===== src/rtl/qclt_pkg.sv =====
`default_nettype none
package qclt_pkg;

	localparam int unsigned MaxRes = 3;

	typedef enum logic [2:0] {
		K_CHAR   = 3'd0,
		K_WEND   = 3'd1,
		K_OK     = 3'd2,
		K_OPERR  = 3'd3,
		K_UNTERM = 3'd4,
		K_EMPTY  = 3'd5
	} kind_t;

	typedef enum logic [1:0] {
		Q_PLAIN  = 2'd0,
		Q_SINGLE = 2'd1,
		Q_DOUBLE = 2'd2
	} qmode_t;

	localparam logic [7:0] C_BSLASH = 8'h5C;
	localparam logic [7:0] C_SQUOTE = 8'h27;
	localparam logic [7:0] C_DQUOTE = 8'h22;
	localparam logic [7:0] C_PIPE   = 8'h7C;
	localparam logic [7:0] C_AMP    = 8'h26;
	localparam logic [7:0] C_SEMI   = 8'h3B;
	localparam logic [7:0] C_LT     = 8'h3C;
	localparam logic [7:0] C_GT     = 8'h3E;
	localparam logic [7:0] C_BTICK  = 8'h60;
	localparam logic [7:0] C_DOLLAR = 8'h24;
	localparam logic [7:0] C_SPACE  = 8'h20;
	localparam logic [7:0] C_TAB    = 8'h09;
	localparam logic [7:0] C_CR     = 8'h0D;

	// All results caused by one item.
	typedef struct packed {
		logic [1:0]            cnt;
		kind_t [MaxRes-1:0]    kind;
		logic [MaxRes-1:0][7:0] ch;
	} bundle_t;

	// Queue status seen by the back end.
	typedef struct packed {
		logic    empty;
		bundle_t head;
	} qstat_t;

	function automatic logic is_blank(input logic [7:0] c);
		return (c == C_SPACE) || (c >= C_TAB && c <= C_CR);
	endfunction

	function automatic logic is_oper(input logic [7:0] c);
		return (c == C_PIPE) || (c == C_AMP) || (c == C_SEMI) || (c == C_LT) ||
			(c == C_GT) || (c == C_BTICK) || (c == C_DOLLAR);
	endfunction

endpackage
`default_nettype wire


===== src/rtl/qclt_front.sv =====
`default_nettype none
module qclt_front import qclt_pkg::*; (
	input  wire logic       clk,
	input  wire logic       arst_n,
	input  wire logic       take,
	input  wire logic [7:0] char_code,
	input  wire logic       end_mark,
	output bundle_t         bundle,
	output logic            has_res
);

	qmode_t qm_q, qm_d;
	logic esc_q, esc_d, open_q, open_d, seen_q, seen_d, fail_q, fail_d;
	logic [1:0] n;

	always_comb begin
		bundle = '0;
		n      = 2'd0;
		qm_d   = qm_q;
		esc_d  = esc_q;
		open_d = open_q;
		seen_d = seen_q;
		fail_d = fail_q;
		if (end_mark) begin
			if (!fail_q) begin
				if (esc_q) begin
					bundle.kind[n] = K_CHAR;
					bundle.ch[n]   = C_BSLASH;
					n = n + 2'd1;
				end
				if (qm_q == Q_SINGLE || qm_q == Q_DOUBLE) begin
					bundle.kind[n] = K_UNTERM;
					n = n + 2'd1;
				end else begin
					if (open_q) begin
						bundle.kind[n] = K_WEND;
						n = n + 2'd1;
					end
					bundle.kind[n] = (open_q || seen_q) ? K_OK : K_EMPTY;
					n = n + 2'd1;
				end
			end
			qm_d   = Q_PLAIN;
			esc_d  = 1'b0;
			open_d = 1'b0;
			seen_d = 1'b0;
			fail_d = 1'b0;
		end else if (!fail_q) begin
			unique case (qm_q)
				Q_SINGLE: begin
					if (char_code == C_SQUOTE) begin
						qm_d = Q_PLAIN;
					end else begin
						bundle.kind[n] = K_CHAR;
						bundle.ch[n]   = char_code;
						n = n + 2'd1;
					end
				end
				Q_DOUBLE: begin
					if (esc_q) begin
						if (char_code != C_DQUOTE && char_code != C_BSLASH) begin
							bundle.kind[n] = K_CHAR;
							bundle.ch[n]   = C_BSLASH;
							n = n + 2'd1;
						end
						bundle.kind[n] = K_CHAR;
						bundle.ch[n]   = char_code;
						n = n + 2'd1;
						esc_d = 1'b0;
					end else if (char_code == C_BSLASH) begin
						esc_d = 1'b1;
					end else if (char_code == C_DQUOTE) begin
						qm_d = Q_PLAIN;
					end else begin
						bundle.kind[n] = K_CHAR;
						bundle.ch[n]   = char_code;
						n = n + 2'd1;
					end
				end
				default: begin
					// plain; the unused fourth code behaves the same
					if (esc_q) begin
						open_d = 1'b1;
						bundle.kind[n] = K_CHAR;
						bundle.ch[n]   = char_code;
						n = n + 2'd1;
						esc_d = 1'b0;
					end else if (char_code == C_BSLASH) begin
						open_d = 1'b1;
						esc_d  = 1'b1;
					end else if (is_blank(char_code)) begin
						if (open_q) begin
							bundle.kind[n] = K_WEND;
							n = n + 2'd1;
							open_d = 1'b0;
							seen_d = 1'b1;
						end
					end else if (char_code == C_SQUOTE) begin
						open_d = 1'b1;
						qm_d   = Q_SINGLE;
					end else if (char_code == C_DQUOTE) begin
						open_d = 1'b1;
						qm_d   = Q_DOUBLE;
					end else if (is_oper(char_code)) begin
						bundle.kind[n] = K_OPERR;
						n = n + 2'd1;
						fail_d = 1'b1;
					end else begin
						open_d = 1'b1;
						bundle.kind[n] = K_CHAR;
						bundle.ch[n]   = char_code;
						n = n + 2'd1;
					end
				end
			endcase
		end
		bundle.cnt = n;
		has_res    = (n != 2'd0);
	end

	always_ff @(posedge clk or negedge arst_n) begin
		if (!arst_n) begin
			qm_q   <= Q_PLAIN;
			esc_q  <= 1'b0;
			open_q <= 1'b0;
			seen_q <= 1'b0;
			fail_q <= 1'b0;
		end else if (take) begin
			qm_q   <= qm_d;
			esc_q  <= esc_d;
			open_q <= open_d;
			seen_q <= seen_d;
			fail_q <= fail_d;
		end
	end

endmodule
`default_nettype wire


===== src/rtl/qclt_fifo.sv =====
`default_nettype none
module qclt_fifo import qclt_pkg::*; #(
	parameter int unsigned DEPTH = 4
) (
	input  wire logic clk,
	input  wire logic arst_n,
	input  wire logic wr,
	input  bundle_t   wdata,
	input  wire logic rd,
	output logic      full,
	output qstat_t    stat
);

	localparam int unsigned PtrW = (DEPTH > 1) ? $clog2(DEPTH) : 1;
	localparam int unsigned CntW = $clog2(DEPTH + 1);

	bundle_t mem_q [DEPTH];
	logic [PtrW-1:0] wp_q, rp_q;
	logic [CntW-1:0] cnt_q;
	logic do_wr, do_rd;

	assign full       = (cnt_q == CntW'(DEPTH));
	assign stat.empty = (cnt_q == '0);
	assign stat.head  = mem_q[rp_q];
	assign do_wr      = wr && !full;
	assign do_rd      = rd && !stat.empty;

	function automatic logic [PtrW-1:0] bump(input logic [PtrW-1:0] p);
		return (p == PtrW'(DEPTH - 1)) ? '0 : p + 1'b1;
	endfunction

	always_ff @(posedge clk) begin
		if (do_wr) begin
			mem_q[wp_q] <= wdata;
		end
	end

	always_ff @(posedge clk or negedge arst_n) begin
		if (!arst_n) begin
			wp_q  <= '0;
			rp_q  <= '0;
			cnt_q <= '0;
		end else begin
			if (do_wr) begin
				wp_q <= bump(wp_q);
			end
			if (do_rd) begin
				rp_q <= bump(rp_q);
			end
			if (do_wr && !do_rd) begin
				cnt_q <= cnt_q + 1'b1;
			end else if (do_rd && !do_wr) begin
				cnt_q <= cnt_q - 1'b1;
			end
		end
	end

endmodule
`default_nettype wire


===== src/rtl/qclt_back.sv =====
`default_nettype none
module qclt_back import qclt_pkg::*; (
	input  wire logic       clk,
	input  wire logic       arst_n,
	input  qstat_t          stat,
	output logic            q_rd,
	output logic            empty,
	input  wire logic       pop,
	output logic [2:0]      kind,
	output logic [7:0]      out_char,
	output logic            last
);

	logic       vld_q;
	kind_t      kind_q;
	logic [7:0] ch_q;
	logic       last_q;
	logic [1:0] idx_q;
	logic       load, fin;

	assign load  = !stat.empty && (!vld_q || pop);
	assign fin   = (idx_q == stat.head.cnt - 2'd1);
	assign q_rd  = load && fin;

	assign empty    = !vld_q;
	assign kind     = kind_q;
	assign out_char = ch_q;
	assign last     = last_q;

	always_ff @(posedge clk) begin
		if (load) begin
			kind_q <= stat.head.kind[idx_q];
			ch_q   <= stat.head.ch[idx_q];
			last_q <= fin;
		end
	end

	always_ff @(posedge clk or negedge arst_n) begin
		if (!arst_n) begin
			vld_q <= 1'b0;
			idx_q <= 2'd0;
		end else begin
			if (load) begin
				vld_q <= 1'b1;
				idx_q <= fin ? 2'd0 : idx_q + 2'd1;
			end else if (pop) begin
				vld_q <= 1'b0;
			end
		end
	end

	a_mid_bundle: assert property (@(posedge clk) disable iff (!arst_n)
		idx_q != 2'd0 |-> !stat.empty && idx_q < stat.head.cnt)
		else $error("bundle index lost its head");
	a_head_nonzero: assert property (@(posedge clk) disable iff (!arst_n)
		!stat.empty |-> stat.head.cnt != 2'd0)
		else $error("empty bundle queued");
	a_char_zero: assert property (@(posedge clk) disable iff (!arst_n)
		vld_q && kind_q != K_CHAR |-> ch_q == 8'd0)
		else $error("non-char result carries a byte");

endmodule
`default_nettype wire


===== src/rtl/quoted_command_line_tokenizer_unit.sv =====
// The results of an item pass through the bundle queue and then the output register.
// Throughput: one item per cycle while the queue has room; the output register drains
// one result per cycle while popped, so items with two or three results fill the queue.
// Items with no result never enter the bundle queue. The bundle queue (DEPTH entries) sets full.
// Reset (arst_n low, asynchronous): plain mode, all line flags clear, queue and output empty.
`default_nettype none
module quoted_command_line_tokenizer_unit import qclt_pkg::*; #(
	parameter int unsigned DEPTH = 4
) (
	input  wire logic       clk,
	input  wire logic       arst_n,
	input  wire logic       push,
	output logic            full,
	input  wire logic [7:0] char_code,
	input  wire logic       end_mark,
	output logic            empty,
	input  wire logic       pop,
	output logic [2:0]      kind,
	output logic [7:0]      out_char,
	output logic            last
);

	bundle_t bundle;
	logic    has_res;
	logic    take;
	logic    q_full;
	logic    q_rd;
	qstat_t  stat;

	// An item is taken whenever the queue has room; items giving no result
	// update the line state only.
	assign full = q_full;
	assign take = push && !q_full;

	// Front: quote/escape state machine, builds all results of an item at once.
	qclt_front u_front (
		.clk       (clk),
		.arst_n    (arst_n),
		.take      (take),
		.char_code (char_code),
		.end_mark  (end_mark),
		.bundle    (bundle),
		.has_res   (has_res)
	);

	// Short queue of result bundles decouples the two halves.
	qclt_fifo #(
		.DEPTH (DEPTH)
	) u_fifo (
		.clk    (clk),
		.arst_n (arst_n),
		.wr     (take && has_res),
		.wdata  (bundle),
		.rd     (q_rd),
		.full   (q_full),
		.stat   (stat)
	);

	// Back: unpacks a bundle into single results behind an output register.
	qclt_back u_back (
		.clk      (clk),
		.arst_n   (arst_n),
		.stat     (stat),
		.q_rd     (q_rd),
		.empty    (empty),
		.pop      (pop),
		.kind     (kind),
		.out_char (out_char),
		.last     (last)
	);

endmodule
`default_nettype wire

===== config.mk =====
export PLATFORM = sky130hd
export DESIGN_NAME = quoted_command_line_tokenizer_unit
export DESIGN_NICKNAME = d
export VERILOG_FILES = /design/src/rtl/qclt_pkg.sv /design/src/rtl/qclt_front.sv /design/src/rtl/qclt_fifo.sv /design/src/rtl/qclt_back.sv /design/src/rtl/quoted_command_line_tokenizer_unit.sv
export SDC_FILE = /design/constraint.sdc
export NUM_CORES = 1
export LEC_CHECK = 0
export BUFFER_PORTS_ARGS = -buffer_cell sky130_fd_sc_hd__buf_2
export CELL_PAD_IN_SITES_DETAIL_PLACEMENT = 1
export CELL_PAD_IN_SITES_GLOBAL_PLACEMENT = 1
export CORE_UTILIZATION = 56
export DETAILED_ROUTE_END_ITERATION = 10
export PLACE_DENSITY_LB_ADDON = 0.1
export SYNTH_ARGS = -nofsm -noshare
export SYNTH_HDL_FRONTEND = slang
export SYNTH_SLANG_ARGS = --single-unit

===== constraint.sdc =====
create_clock -name clk -period 4.8 [get_ports clk]
set_input_delay 0.72 -clock clk [delete_from_list [all_inputs] [get_ports clk]]
set_output_delay 0.72 -clock clk [all_outputs]
set_load 0.03 [all_outputs]

== Word-level counts from Yosys, hierarchy flattened ==
Memories as Yosys holds them, arrays and structs flattened.
Index checks and enable logic that the tools add are counted.

* Input port bits: 13
* Memories: 1
* Memory bits (writable): 140
* Bits in registers: 28

{| class="wikitable"
|+ Memories
! memory !! depth !! bits a word !! read ports !! clocked after memory_dff !! write ports !! RTL line !! source
|-
| u_fifo.mem_q || 4 || 35 || 1 || 0 || 1 || qclt_fifo.sv:17 || <nowiki>bundle_t mem_q [DEPTH];</nowiki>
|}

* Magnitude comparators: 9
* $add $sub $neg: 9
* Equal/unequal tests: 32
* Reduce and logical (&&, ||, !) cells: 40
* Bitwise operators: 8
* Mux-type cells: 139

{| class="wikitable"
|+ Operators with widths
! kind !! count
|-
| 8-bit two-way mux || 18
|-
| 2-bit two-way mux || 33
|-
| 8-bit by 6-bit equality test with 1-bit output (second input constant) || 8
|-
| 9-bit two-way mux || 7
|-
| 3-bit two-way mux || 19
|-
| 16-bit two-way mux || 3
|-
| 1-bit two-way mux || 42
|-
| 33-bit two-way mux || 1
|-
| 24-bit bitwise mux || 1
|-
| 8-bit by 7-bit equality test with 1-bit output (second input constant) || 3
|-
| 3-bit demux with 2-bit select || 3
|-
| 8-bit binary-select mux with 2-bit select || 1
|-
| 8-bit demux with 2-bit select || 1
|-
| 8-bit case mux with 2 select lines || 1
|-
| 3-bit inequality test (second input constant) || 5
|-
| 7-bit two-way mux || 2
|-
| 1-bit logical AND || 13
|-
| 2-bit by 1-bit adder with 2-bit output (second input constant) || 6
|-
| 2-bit by 6-bit bitwise AND with 6-bit output || 2
|-
| 2-bit by 3-bit less-than comparator with 1-bit output (second input constant) || 4
|-
| 6-bit two-way mux || 2
|-
| 6-bit inverter || 2
|-
| 1-bit logical OR || 10
|-
| 10-bit AND reduction || 1
|-
| other kinds (32) || 49
|}

== Logic depth before layout (Yosys ltp) ==
Gate-level depths: netlist of the first run.

* Depth after elaboration: 19
* Gate-level depth with buffers: 16

== Hierarchy ==
A second synthesis of the first run with hierarchy kept.

* Cells, all modules: 476
* Area, all modules: 7587.3 um2

{| class="wikitable"
|+ Modules (own cells, without submodules)
! module !! area each (um2) !! cells each !! instances
|-
| qclt_fifo || 5492.8 || 220 || 1
|-
| qclt_front || 1278.7 || 184 || 1
|-
| qclt_back || 800.8 || 70 || 1
|-
| quoted_command_line_tokenizer_unit || 15.0 || 2 || 1
|}

== Worst setup path after synthesis of the first run ==
Ideal clock, no wire load.

* Kind: input to register
* Start point: input port char_code[1]
* End point: register u_fifo.cnt_q[2]
* Slack: 624 ps
* Arrival: 4097 ps
* Required time: 4721 ps
* Library setup time: 79 ps
* Stages on the path: 15
* Cell sequence: buf_4 -> or4b_1 -> buf_2 -> or4_1 -> and2_1 -> ha_1 -> a211oi_1 -> a211o_1 -> o21ai_1 -> ha_1 -> inv_1 -> fa_1 -> xor2_1 -> nor2_1 -> xor2_1

* Cells in the longest elaborated chain, start to end: 18

{| class="wikitable"
|+ Ends and longest elaborated chain
! what !! RTL line !! source
|-
| from (decl) || quoted_command_line_tokenizer_unit.sv:14 || <nowiki>input wire logic [7:0] char_code,</nowiki>
|-
| 8-bit by 6-bit inequality test with 1-bit output or 8-bit by 7-bit inequality test with 1-bit output (tied branches) || qclt_front.sv:61 || <nowiki>if (char_code != C_DQUOTE && char_code != C_BSLASH) begin</nowiki>
|-
| 1-bit logical AND || qclt_front.sv:61 ||
|-
| 1-bit two-way mux || qclt_front.sv:61 ||
|-
| 2-bit two-way mux || qclt_front.sv:60 || <nowiki>if (esc_q) begin</nowiki>
|-
| 2-bit two-way mux || qclt_front.sv:49 || <nowiki>unique case (qm_q)</nowiki>
|-
| 2-bit two-way mux || qclt_front.sv:48 || <nowiki>end else if (!fail_q) begin</nowiki>
|-
| 2-bit two-way mux || qclt_front.sv:24 || <nowiki>if (end_mark) begin</nowiki>
|-
| 2-bit by 1-bit adder with 2-bit output || qclt_front.sv:68 || <nowiki>n = n + 2'd1;</nowiki>
|-
| [... 3 more ...] || -- ||
|-
| 2-bit two-way mux * || qclt_front.sv:24 ||
|-
| 2-bit nonzero test * || qclt_front.sv:118 || <nowiki>has_res = (n != 2'd0);</nowiki>
|-
| 1-bit logical AND * || quoted_command_line_tokenizer_unit.sv:52 || <nowiki>.wr (take && has_res),</nowiki>
|-
| 1-bit logical AND * || qclt_fifo.sv:25 || <nowiki>assign do_wr = wr && !full;</nowiki>
|-
| named net u_fifo.do_wr || qclt_fifo.sv:20 || <nowiki>logic do_wr, do_rd;</nowiki>
|-
| 1-bit logical NOT || qclt_fifo.sv:52 || <nowiki>end else if (do_rd && !do_wr) begin</nowiki>
|-
| 1-bit logical AND || qclt_fifo.sv:52 ||
|-
| 2-bit nonzero test (no line) || -- ||
|-
| to (signal assigned) || qclt_fifo.sv:51 || <nowiki>cnt_q <= cnt_q + 1'b1;</nowiki>
|-
| to (signal assigned) || qclt_fifo.sv:53 || <nowiki>cnt_q <= cnt_q - 1'b1;</nowiki>
|-
| to (decl) || qclt_fifo.sv:19 || <nowiki>logic [CntW-1:0] cnt_q;</nowiki>
|}

The timed path passes the listed nets; every way through them passes the cells marked *. The select of a mux whose other input is x is not followed.
A chain may end at the register's enable or synchronous reset.

== Final worst setup path of the first run ==
* Start point: input port char_code[3]
* End point: register u_fifo.cnt_q[2]

The elaborated chain is that of the path after synthesis.

==> results of run 1 <==
[kinds of logic after synthesis]
logic type / count (synthesis) / share of synthesized area, %
flip-flops: 132 / 62.5
multiplexers: 46 / 12.8
AO/OA/AOI/OAI: 69 / 7.46
AND/OR/NAND/NOR: 117 / 10.7
XOR/XNOR: 5 / 0.705
adder cells (fa/ha/maj): 14 / 2.94
buffers and inverters: 45 / 2.84
[flip-flops by register name, summed over array words and instances (netlist names), 2 cells and up]
name and flops:
u_back.idx_q 2, u_fifo.rp_q 2, u_fifo.wp_q 2, u_back.out_char 8
u_back.kind 3, u_fifo.mem_q 104, u_front.qm_q 2, u_fifo.cnt_q 3
[power groups by stage]
stage | sequential [µW] | clock, µW | combinational [µW]
floorplan | 1820 | 0 | 884
global placement | 1740 | 0 | 1270
detailed placement | 1770 | 0 | 1330
CTS | 1770 | 1260 | 1380
global route | 1790 | 1300 | 1470
finish | 1770 | 1250 | 1360
[stage by stage]
step	utilization, %	worst slack [ps]
2_1_floorplan	-	624
3_3_place_gp	59.8	618
3_5_place_dp	59.8	482
4_1_cts	65.1	956
5_1_grt	65.1	820
6_report	65.1	969
[area by class of cell]
cell class / count / area share, %
sequential: 132 / 55.0
inverter: 19 / 1.01
timing repair buffer: 36 / 2.91
clock buffer: 18 / 5.92
multi-input combinational: 251 / 30.5
clock inverter: 14 / 2.20
tap: 140 / 2.48
[cells in the final DEF (no fill, tap or decap), types with 5 or more instances in the layout]
cell type,n
a211oi_1,6
a21oi_1,11
and2_1,10
and3_1,9
buf_2,26
buf_4,10
clkbuf_16,16
clkinvlp_4,5
dfrtp_1,15
edfxtp_1,116
ha_1,13
inv_1,19
mux2i_1,14
mux4_2,26
nand2_1,14
nand2b_1,10
nand3_1,5
nand3b_1,5
nor2_1,27
nor3_1,7
nor3b_1,5
nor4_1,5
o21ai_0,12
o21ai_1,5
[worst register-to-register path, stage by stage (launching register included)]
cell and delay (ps):
dfrtp_1 400, ha_1 740, or4b_2 710, a211oi_1 430, a211o_1 190, o21ai_1 120, ha_1 230, inv_1 90
fa_1 410, mux2_2 290
[routing by layer]
metal | vias to the layer above | routed length [µm]
li1 | 1723 | -
met1 | 1983 | 6650
met2 | 144 | 7660
met3 | 25 | 703
met4 | 0 | 381
met5 | - | 0
[final timing paths]
path / end / slack [ps] / cells past startpoint
max reg2reg: u_fifo.cnt_q[1] / 1090 / 9
max: u_fifo.cnt_q[2] / 970 / 14
min in group clk: u_back.vld_q / 430 / 2
max in group asynchronous: u_fifo.rp_q[0] / 4370 / 1
min: u_back.idx_q[1] / 120 / 1
min reg2reg: u_fifo.cnt_q[2] / 510 / 1
==> summary by stage, run 1 <==
Outcome
The run finished with clean final reports.

Setup path
The worst setup path is of the input pin to flip-flop kind. Data on the critical path is required at its endpoint by 5240 ps. The most critical setup path has its startpoint at char_code[3]. The data arrival time at the worst-slack endpoint is 4270 ps. For this run, the slowest stage of the critical path takes 550 ps. The worst setup path is launched from an input pin. The biggest fanout along the worst timing path is 14. For this design, the slowest cell found on the critical path is or4b_1. The worst setup path is captured at a flip-flop. The critical path goes through buf_2, or4b_1, or4_1, and2_1, ha_1, a211oi_1, a211o_1, o21ai_1, ha_1, inv_1, fa_1, xor2_1, nor2_1, xor2_1. The launch point of the worst reg-to-reg path is u_front.qm_q[1]. The kind of cell with the highest combined delay on the critical path is simple AND/OR/NAND/NOR gates. The number of buffer and inverter instances along the worst setup path is 2.

Clock network
Post-CTS timing repair inserted 0 buffers for setup. The number of buffers added to fix hold violations after cts is 0. The number of buffers added by the clock tree synthesis step is 17. The H-tree was split into 4 levels. The TritonCTS clock tree is done. In this run, post-CTS repair resized a total of 0 instances. The clock root buffer master is clkbuf_8. At the later pin of the worst-skew pair, clock insertion delay measures 510 ps. After clock tree synthesis, the clock-pin slew on the worst setup and hold paths is 70 ps.

The largest buffer count on any clock path is 2. Clock tree synthesis found a total of 132 sinks.

Yosys
The commonest cells after synthesis are edfxtp_1, nor2_1, mux4_2. By instance count, the leading cell after synthesis is edfxtp_1. The portion of the post-synthesis area used by sequential elements is 62.5%. The Yosys step of the flow raised 0 warnings. The top cell type by area accounts for 56.1% of the synthesized area. For this run, asynchronously set or reset flops after synthesis account for 12.1%.

The count of different cell masters after synthesis is 59. By area the synthesized netlist is led by edfxtp_1, mux4_2, dfrtp_1, ha_1, mux2i_1. The number of enable-type register cells in the synthesized netlist is 116. In the synthesized netlist the dominant register cell turns out to be edfxtp_1. The register bit count reported by yosys is 132.

Of all cell types, the one taking the most synthesized area is edfxtp_1. Summing every instance area after synthesis gives 0.00621 mm². The synthesized netlist net count is 455. Averaged over all synthesized cells, the footprint is 14.5 µm².

The synthesized instance count is 428.

Power
The power share of the sequential group is 40.4%. Dividing total power by cell area gives a power density of 619 mW/mm². The peak supply drop is 0.327 mV. Cell internal power was estimated by the tool at 2910 µW.

Of the total power, the share spent switching nets is 33.4%. The share of power burned in the clock network is 28.6%. Combinational logic is responsible for 31.0% of the overall power. In this run the static leakage power is 0.00259 µW. The overall power of the completed layout is 4370 µW. The net switching power is 1460 µW.

Timing
The post-route minimum period is 3830 ps. The minimum hold slack is 117 ps. The final hold violation count is 0. The final period utilization is 79.8%.

For the final database, setup skew stands at 8.72 ps. The count of pins over their slew limit is 0. In the final timing run, aggregate negative setup slack is 0 ps. The final setup violation count is 0.

Setup repair after global routing left no endpoint under its margin. The pin slew with the least headroom to its limit is 761 ps. The highest attainable clock frequency is 261 MHz.

The worst pin sits at a relative slew slack of 49.0%.

Global routing
The wire length of the first global-routing pass is 23800 µm. Global routing consumed, on the met1 layer, 38.7% of the routing resources. The number of global-route vias before repair is 4185. For met2 alone, demand over resource in global routing was 47.2%.

After global routing, the most crowded layer is met2. The number of antenna violations at the first check in global routing came to 0. Global routing used 29.0% of the available tracks across all layers. For this run the aggregate overflow at the end of global routing stands at 0. For this run, global-route usage on met3 was measured as 4.60%.

Entering global routing, the biggest net connects 29 pins.

Final layout
The sequential cells in the finished layout cover a total of 0.00388 mm². The post-route non-filler standard cell count is 610. The number of nets in the layout is 484. Counting the fill cells in the layout gives 1005. The growth of design area from synthesis to finish is 13.7%. The number of antenna repair diodes is 0.

The multi-input combinational cell area is 0.00215 mm². Once layout is done, the placed cells without fillers occupy 0.00706 mm². The share of post-route cells with drive strength above 1 is 21.3%.

Detailed routing
In this run, the number of DRC markers left after iteration 0 of detailed routing was 236. The total vias in the final route is 3875. The number of remaining DRC errors is 0.

The remaining number of nets flagged by the antenna check after routing is 0. The wire length per cell is 25.2 µm. In the routed layout, each cell is associated on average with a via count of 6.35. The detailed-router iteration count before antenna repair is 4. For this block, the routed nets add up to 15400 µm of wire.

Worst hold path
The min-delay analysis places its worst path in the category input pin to async pin.

Flow run
The max-cap violation count is 0.

Floorplan
In this run the standard cell core region covers 0.0108 mm². The height of the die is 107 µm. The top-level I/O count is 27. The area enclosed by the die boundary is 0.0115 mm². Row generation in the floorplan step produced 38 rows.

The width of the die is 107 µm. Once the floorplan was initialized, standard cells occupied 57.3% of the core.

Placement
The final RePlAce weighted congestion is 0.850. The total placed instance area is 0.00649 mm². Buffers placed on the I/O ports in this run total 26. The number of placed instances, taps included, is 578. The post-detailed-placement half-perimeter wirelength is 9240 µm.
Note: power is estimated with default switching activity, not from simulation.
==> run 2, diff against run 1 <==
--- a/config.mk
+++ b/config.mk
@@ -8,7 +8,7 @@
 export BUFFER_PORTS_ARGS = -buffer_cell sky130_fd_sc_hd__buf_2
 export CELL_PAD_IN_SITES_DETAIL_PLACEMENT = 1
 export CELL_PAD_IN_SITES_GLOBAL_PLACEMENT = 1
-export CORE_UTILIZATION = 56
+export CORE_UTILIZATION = 52
 export DETAILED_ROUTE_END_ITERATION = 10
 export PLACE_DENSITY_LB_ADDON = 0.1
 export SYNTH_ARGS = -nofsm -noshare
==> constraint.sdc (replaced) <==
create_clock -name clk -period 3.6 [get_ports clk]
set_input_delay 0.54 -clock clk [delete_from_list [all_inputs] [get_ports clk]]
set_output_delay 0.54 -clock clk [all_outputs]
set_load 0.03 [all_outputs]
==> run 2 against run 1 <==
The flow now finishes with violations (DRC). Utilization shrank 2.0 points. Die area grew 7.5%. Register-to-register slack lost 800 ps. Global-route usage shrank 2.8 points. Worst hold slack lost 59 ps.
==> summary by stage, run 2 (synthesis gave the netlist of run 1 again) <==
Outcome
The flow ran to the end, but the final reports show violations. The checks that failed: DRC.

Final layout
The number of antenna repair diodes is 0 (unchanged). The post-route non-filler standard cell count is 625 (+2.5%). The final design instance area without fill was 0.00727 mm² (+2.9%). The share of post-route cells with drive strength above 1 was 25.5% (+4.2 points). The top cell types in the final layout, fill and taps aside, are edfxtp_1, nor2_1, mux4_2, buf_2. Compared with the post-synthesis result, the final layout area differs by 17.0%. The library cell used most frequently in the layout, excluding fill and tap cells, is edfxtp_1.

The number of fill cells in the layout was 1079 (+7.4%). The register name with the most flops is u_fifo.mem_q. The number of nets in the layout is 496 (+2.5%). The flip-flop count of the largest register after layout is 104 (unchanged).

Clock network
The post-CTS clock slew at the launch and capture registers of the worst setup and hold paths is 60 ps (about the same). The clock root buffer master is clkbuf_16. The H-tree depth was 4 (unchanged). The number of buffers added by the clock tree synthesis step was 17 (unchanged). The insertion delay to the later sink of the worst-skew pair is 420 ps (-90 ps). The number of gates resized after cts is 0 (unchanged). The largest buffer count on any clock path is 2 (unchanged). The TritonCTS sink count is 132 (unchanged). The number of buffers added for setup after CTS is 0 (unchanged).

The TritonCTS clock tree is done. The number of buffers added to fix hold violations after cts came to 0 (unchanged).

Setup path
By startpoint and endpoint, the worst setup path is classified as input pin to flip-flop. The required time of the critical path is 3940 ps (-1300 ps). The worst setup path is launched from an input pin. The biggest fanout along the worst timing path is 2 (-12). The data arrival time at the worst-slack endpoint is 3700 ps (-570 ps).

The endpoint type of the worst setup path is a flip-flop.

Detailed routing
The number of remaining DRC errors was 6 (+6). The number of DRC markers in iteration 0 is 271 (+15%). The final routed wirelength across all metal layers came to 14700 µm (-4.5%). The remaining number of nets flagged by the antenna check after routing is 0 (unchanged).

The total vias in the final route was 3835 (-1.0%). The wire length per cell is 23.5 µm (-6.8%). The detailed-router iteration count before antenna repair came to 10 (+6).

The average vias per placed instance is 6.14 (-3.4%).

Global routing
The wire length of the first global-routing pass was 23700 µm (-0.46%). The number of global-route vias before repair is 4172 (-0.31%). The pin count of the biggest net entering global routing was 27 (-6.9%). The number of antenna violations at the first check in global routing is 0 (unchanged). The total grt overflow was 0 (unchanged). The total track usage is 26.3% (-2.8 points).

Timing
The final hold violation count is 0 (unchanged). Based on the critical path, the design can be clocked at up to 297 MHz. In the finished design, the share of the clock period the worst path needs comes to 93.6%. The post-route minimum period is 3370 ps. The final setup TNS is 0 ps (unchanged).

The count of pins over their slew limit was 0 (unchanged). Setup repair after global routing left no endpoint under its margin. The pin slew with the least headroom to its limit is 884 ps (+123 ps). The tightest slew margin relative to the limit is 40.3% (-8.7 points). The post-route clock skew is 12.5 ps (+3.77 ps).

The final setup violation count was 0 (unchanged).

Power
The peak supply drop is 0.383 mV (+17%). The share of power burned in the clock network is 28.7% (about the same). The total leakage power is 0.00270 µW (+3.9%). The internal power contribution is 4050 µW (+39%). The power density of the placed cells is 818 mW/mm² (+32%). The net switching power was 1900 µW (+30%). The switching share of power is 31.9% (-1.5 points).

The combinational group share of total power is 31.8% (+0.8 points). The power share of the sequential group is 39.5% (-0.9 points).

Placement
The final RePlAce weighted congestion is 0.855 (+0.65%). The number of I/O port buffers is 26 (unchanged). The post-placement cell count came to 593 (+2.6%). The post-detailed-placement half-perimeter wirelength is 9860 µm (+6.7%).

The total placed instance area is 0.00668 mm² (+2.9%).

Floorplan
The height of the die is 111 µm (+3.7%). The row count is 39 (+2.6%). The top-level I/O count was 27 (unchanged). The area enclosed by the die boundary is 0.0124 mm² (+7.5%). The floorplan core area came to 0.0115 mm² (+6.2%). The initial core utilization was 53.9% (-3.4 points). The width of the die is 111 µm (+3.7%).

Flow run
The max-cap violation count is 0 (unchanged).

Worst hold path
In this run the worst hold path is classified as input pin to async pin.
==> run 2: cell types whose count changed in the layout (fill, tap and decap cells not counted), moves of 2 or more <==
cell,delta
buf_4,+8
and2_1,-5
and2_2,+4
buf_12,+4
clkinv_4,-3
clkinv_2,+2
clkinvlp_4,-2
ha_1,-2
==> run 2: power groups by stage <==
stage,Combinational (µW),Sequential (µW),Clock [µW]
floorplan,1210,2430,0
global placement,1780,2330,0
detailed placement,1890,2370,0
CTS,1930,2350,1740
global route,2050,2390,1790
finish,1890,2350,1710
==> run 2: final timing paths <==
kind	slack [ps]	depth (start not counted)	from	end
max reg2reg	290	9	u_front.qm_q[1]	u_fifo.cnt_q[1]
max in group asynchronous	3200	1	arst_n	u_fifo.rp_q[0]
min reg2reg	530	1	u_fifo.cnt_q[2]	u_fifo.cnt_q[2]
min in group clk	310	2	pop	u_back.vld_q
min	60	1	arst_n	u_back.idx_q[0]
max	230	14	char_code[3]	u_fifo.cnt_q[2]
==> run 2: cell type report <==
cell class	count	area (µm²)	area share [%]
Sequential cell	132	3880	53.5
Inverter	19	71.3	0.982
Tap cell	143	179	2.46
Clock inverter	13	158	2.17
Timing Repair Buffer	48	345	4.75
Multi-Input combinational cell	251	2190	30.2
Clock buffer	19	433	5.96
==> run 2: through the flow <==
step / power [µW] / hold slack, ps / util (%) / worst slack [ps]
6_report: 5950 / 58.2 / 63.1 / 232
3_5_place_dp: 4260 / 485 / 58.0 / -164
2_1_floorplan: 3630 / 244 / - / -128
5_1_grt: 6230 / 85.6 / 63.1 / 122
4_1_cts: 6020 / 69.2 / 63.1 / 229
3_3_place_gp: 4100 / 478 / 58.0 / -68.8
==> run 2: critical path, cell delays in order <==
cell and delay, ps:
buf_2 100, or4b_4 520, or4_4 430, and2_4 190, ha_4 250, a211oi_2 50
a211o_1 310, o21ai_2 180, ha_2 230, inv_2 50, fa_2 380, xor2_1 150
nor2_1 150, xor2_1 160
==> run 2: per-layer routing <==
layer  GRT usage [%]  vias up  wire (µm)  share of wire, %
met5               0        -          0                 0
met4            10.8        0        223               1.5
met3            4.98       21        664               4.5
met2            43.5      109       7440                51
met1            34.2     1954       6370                43
li1                -     1751          -                 -
==> run 3, diff against run 2 <==
--- a/config.mk
+++ b/config.mk
@@ -5,7 +5,7 @@
 export SDC_FILE = /design/constraint.sdc
 export NUM_CORES = 1
 export LEC_CHECK = 0
-export BUFFER_PORTS_ARGS = -buffer_cell sky130_fd_sc_hd__buf_2
+export BUFFER_PORTS_ARGS = -buffer_cell sky130_fd_sc_hd__buf_4
 export CELL_PAD_IN_SITES_DETAIL_PLACEMENT = 1
 export CELL_PAD_IN_SITES_GLOBAL_PLACEMENT = 1
 export CORE_UTILIZATION = 52
==> run 3 against run 2 <==
Total power shrank 2.1%. Non-clock buffer count fell by 1. Sequential power about the same. Global-route usage shrank 0.94 points. The flow still finishes with violations (DRC). Clock-buffer cell count is 1 higher. Cell count decreased by 0.80%. First-iteration DRC count shrank 13%. Worst hold slack gained 270 ps. Combinational power barely moved. Clock power down 8%. Register-to-register slack about the same. Clock skew shrank 3.7 ps.
==> summary by stage, run 3 (synthesis gave the netlist of run 1 again) <==
Detailed routing
The wire length per cell was 23.4 µm (-0.30%). The number of remaining DRC errors was 6 (unchanged). The remaining number of nets flagged by the antenna check after routing is 0 (unchanged).

The total vias in the final route is 3840 (+0.13%). The average vias per placed instance is 6.19 (+0.94%). The detailed-router iteration count before antenna repair is 7 (-3). The number of DRC markers in iteration 0 is 236 (-13%). The final routed wirelength across all metal layers came to 14500 µm (-1.1%).

Outcome
The checks that failed: DRC. The run finished, with violations left.

Floorplan
The height of the die was 111 µm (unchanged). The width of the die is 111 µm (unchanged). The top-level I/O count is 27 (unchanged). The floorplan core area is 0.0115 mm² (unchanged).

The row count is 39 (unchanged). The area enclosed by the die boundary is 0.0124 mm² (unchanged). The initial core utilization is 53.9% (unchanged).

Timing
The final period utilization is 93.4% (-0.14 points). The final setup violation count is 0 (unchanged). The final setup TNS was 0 ps (unchanged). The minimum hold slack is 325 ps (+267 ps).

The highest attainable clock frequency was 297 MHz (+0.15%). The final hold violation count was 0 (unchanged). The post-route minimum period is 3360 ps (-4.89 ps).

The post-route clock skew is 8.75 ps (-3.74 ps). Setup repair after global routing left no endpoint under its margin. The worst setup margin is 237 ps (+4.89 ps). The pin slew with the least headroom to its limit is 821 ps (-62.8 ps).

The count of pins over their slew limit is 0 (unchanged). The tightest slew margin relative to the limit came to 44.5% (+4.2 points).

Flow run
The max-cap violation count is 0 (unchanged).

Power
The switching share of power came to 31.4% (-0.47 points). The power density of the placed cells came to 802 mW/mm² (-2.0%). The net switching power is 1830 µW (-3.5%). The combinational group share of total power is 32.5% (+0.7 points). The peak supply drop came to 0.526 mV (+37%). The power share of the sequential group is 40.4% (+0.9 points). The share of power burned in the clock network is 27.1% (-1.6 points). The total leakage power came to 0.00268 µW (-0.47%).

The internal power contribution was 3990 µW (-1.4%).

Global routing
The pin count of the biggest net entering global routing is 27 (unchanged). The total grt overflow came to 0 (unchanged). The wire length of the first global-routing pass is 22700 µm (-4.2%). The number of global-route vias before repair is 4047 (-3.0%). The total track usage was 25.3% (-0.94 points). The number of antenna violations at the first check in global routing is 0 (unchanged).

Clock network
The TritonCTS sink count is 132 (unchanged). The largest buffer count on any clock path is 2 (unchanged). The post-CTS clock slew at the launch and capture registers of the worst setup and hold paths came to 50 ps (about the same). TritonCTS built the clock tree.

The clock root buffer master is clkbuf_16. The insertion delay to the later sink of the worst-skew pair is 420 ps (about the same). The number of buffers added by the clock tree synthesis step is 17 (unchanged). The H-tree depth is 4 (unchanged). The number of buffers added for setup after CTS is 0 (unchanged).

Setup path
The delay contributed by the slowest stage of the critical path is 530 ps (about the same). Traced cell by cell, the critical path runs through buf_4, or4b_4, or4_4, and2_4, ha_4, a211oi_2, a211o_1, o21ai_2, ha_2, inv_2, fa_2, xor2_1, nor2_1, xor2_1. The data arrival time at the worst-slack endpoint came to 3700 ps (about the same). The required time of the critical path came to 3940 ps (about the same). Among all stages on the critical path, the largest delay is contributed by or4b_4. The endpoint type of the worst setup path is a flip-flop. The worst setup path is launched from an input pin.

The number of buffer and inverter instances along the worst setup path is 2 (unchanged). Among cell families on the critical path, the largest total delay comes from simple AND/OR/NAND/NOR gates. The critical path class is input pin to flip-flop. The biggest fanout along the worst timing path is 2 (unchanged). The cell with the most instances on the worst path is xor2_1.

Placement
The post-detailed-placement half-perimeter wirelength was 9710 µm (-1.5%). The number of I/O port buffers is 26 (unchanged). The worst slack after detailed placement came to -178 ps (-14.5 ps). The post-placement cell count is 591 (-0.34%).

The final RePlAce weighted congestion is 0.854 (-0.11%).

Final layout
The most frequent standard cell in the layout excluding fill and tap cells is edfxtp_1. The growth of design area from synthesis to finish was 16.9% (about the same). The share of post-route cells with drive strength above 1 was 23.9% (-1.6 points). The post-route non-filler standard cell count came to 620 (-0.80%). In the layout the commonest cells are edfxtp_1, buf_4, nor2_1. The number of fill cells in the layout is 1080 (+0.093%).

The flip-flop count of the largest register after layout was 104 (unchanged). The number of nets in the layout is 495 (-0.20%). More flip-flops sit in one register than any other, and that register is u_fifo.mem_q. The number of antenna repair diodes was 0 (unchanged).

Worst hold path
The worst hold path belongs to the class input pin to flip-flop.
## run 3: cell type report
type	instances	area (µm²)	share of cell area, %
clock buffer	20	437	6.01
inverter	19	71.3	0.982
sequential	132	3880	53.5
timing repair buffer	47	405	5.58
tap	143	179	2.46
clock inverter	8	88.8	1.22
multi-input combinational	251	2190	30.2
## run 3: power by group through the flow
| stage | registers [µW] | clock network, µW | logic, µW |
|---|---|---|---|
| final | 2350 | 1580 | 1890 |
| after global routing | 2390 | 1650 | 2040 |
| after CTS | 2360 | 1590 | 1920 |
| after detailed placement | 2380 | 0 | 1910 |
| after global placement | 2330 | 0 | 1820 |
| after floorplan | 2430 | 0 | 1210 |
## run 3: through the flow
| step | util [%] | area [µm²] | total power (µW) |
|---|---|---|---|
| 2_1_floorplan | - | 6270 | 3630 |
| 3_3_place_gp | 58.4 | 6730 | 4150 |
| 3_5_place_dp | 58.4 | 6730 | 4290 |
| 4_1_cts | 63.0 | 7260 | 5870 |
| 5_1_grt | 63.0 | 7260 | 6070 |
| 6_report | 63.0 | 7260 | 5820 |
## run 3: final timing paths
kind | from | endpoint | slack [ps] | cells after the start
min in group asynchronous | arst_n | u_back.idx_q[0] | 540 | 2
max in group asynchronous | arst_n | u_fifo.rp_q[0] | 2830 | 2
worst max register to register | u_front.qm_q[1] | u_fifo.cnt_q[1] | 290 | 9
worst min register to register | u_fifo.cnt_q[2] | u_fifo.cnt_q[2] | 510 | 1
worst max-delay path | char_code[3] | u_fifo.cnt_q[2] | 240 | 14
worst min-delay path | pop | u_back.vld_q | 320 | 2
## run 3: repair_timing
item / CTS / global route
hold buffers: 1 / 0
gates resized for setup: 0 / 0
hold endpoints to repair: 16 / 0
## run 3: routing by layer
| metal | vias up | part of all wire (%) | global-route usage (%) |
|---|---|---|---|
| li1 | 1747 | - | - |
| met1 | 1967 | 43 | 32.0 |
| met2 | 102 | 51 | 41.9 |
| met3 | 24 | 4.4 | 6.23 |
| met4 | 0 | 1.9 | 10.5 |
| met5 | - | 0 | 0 |
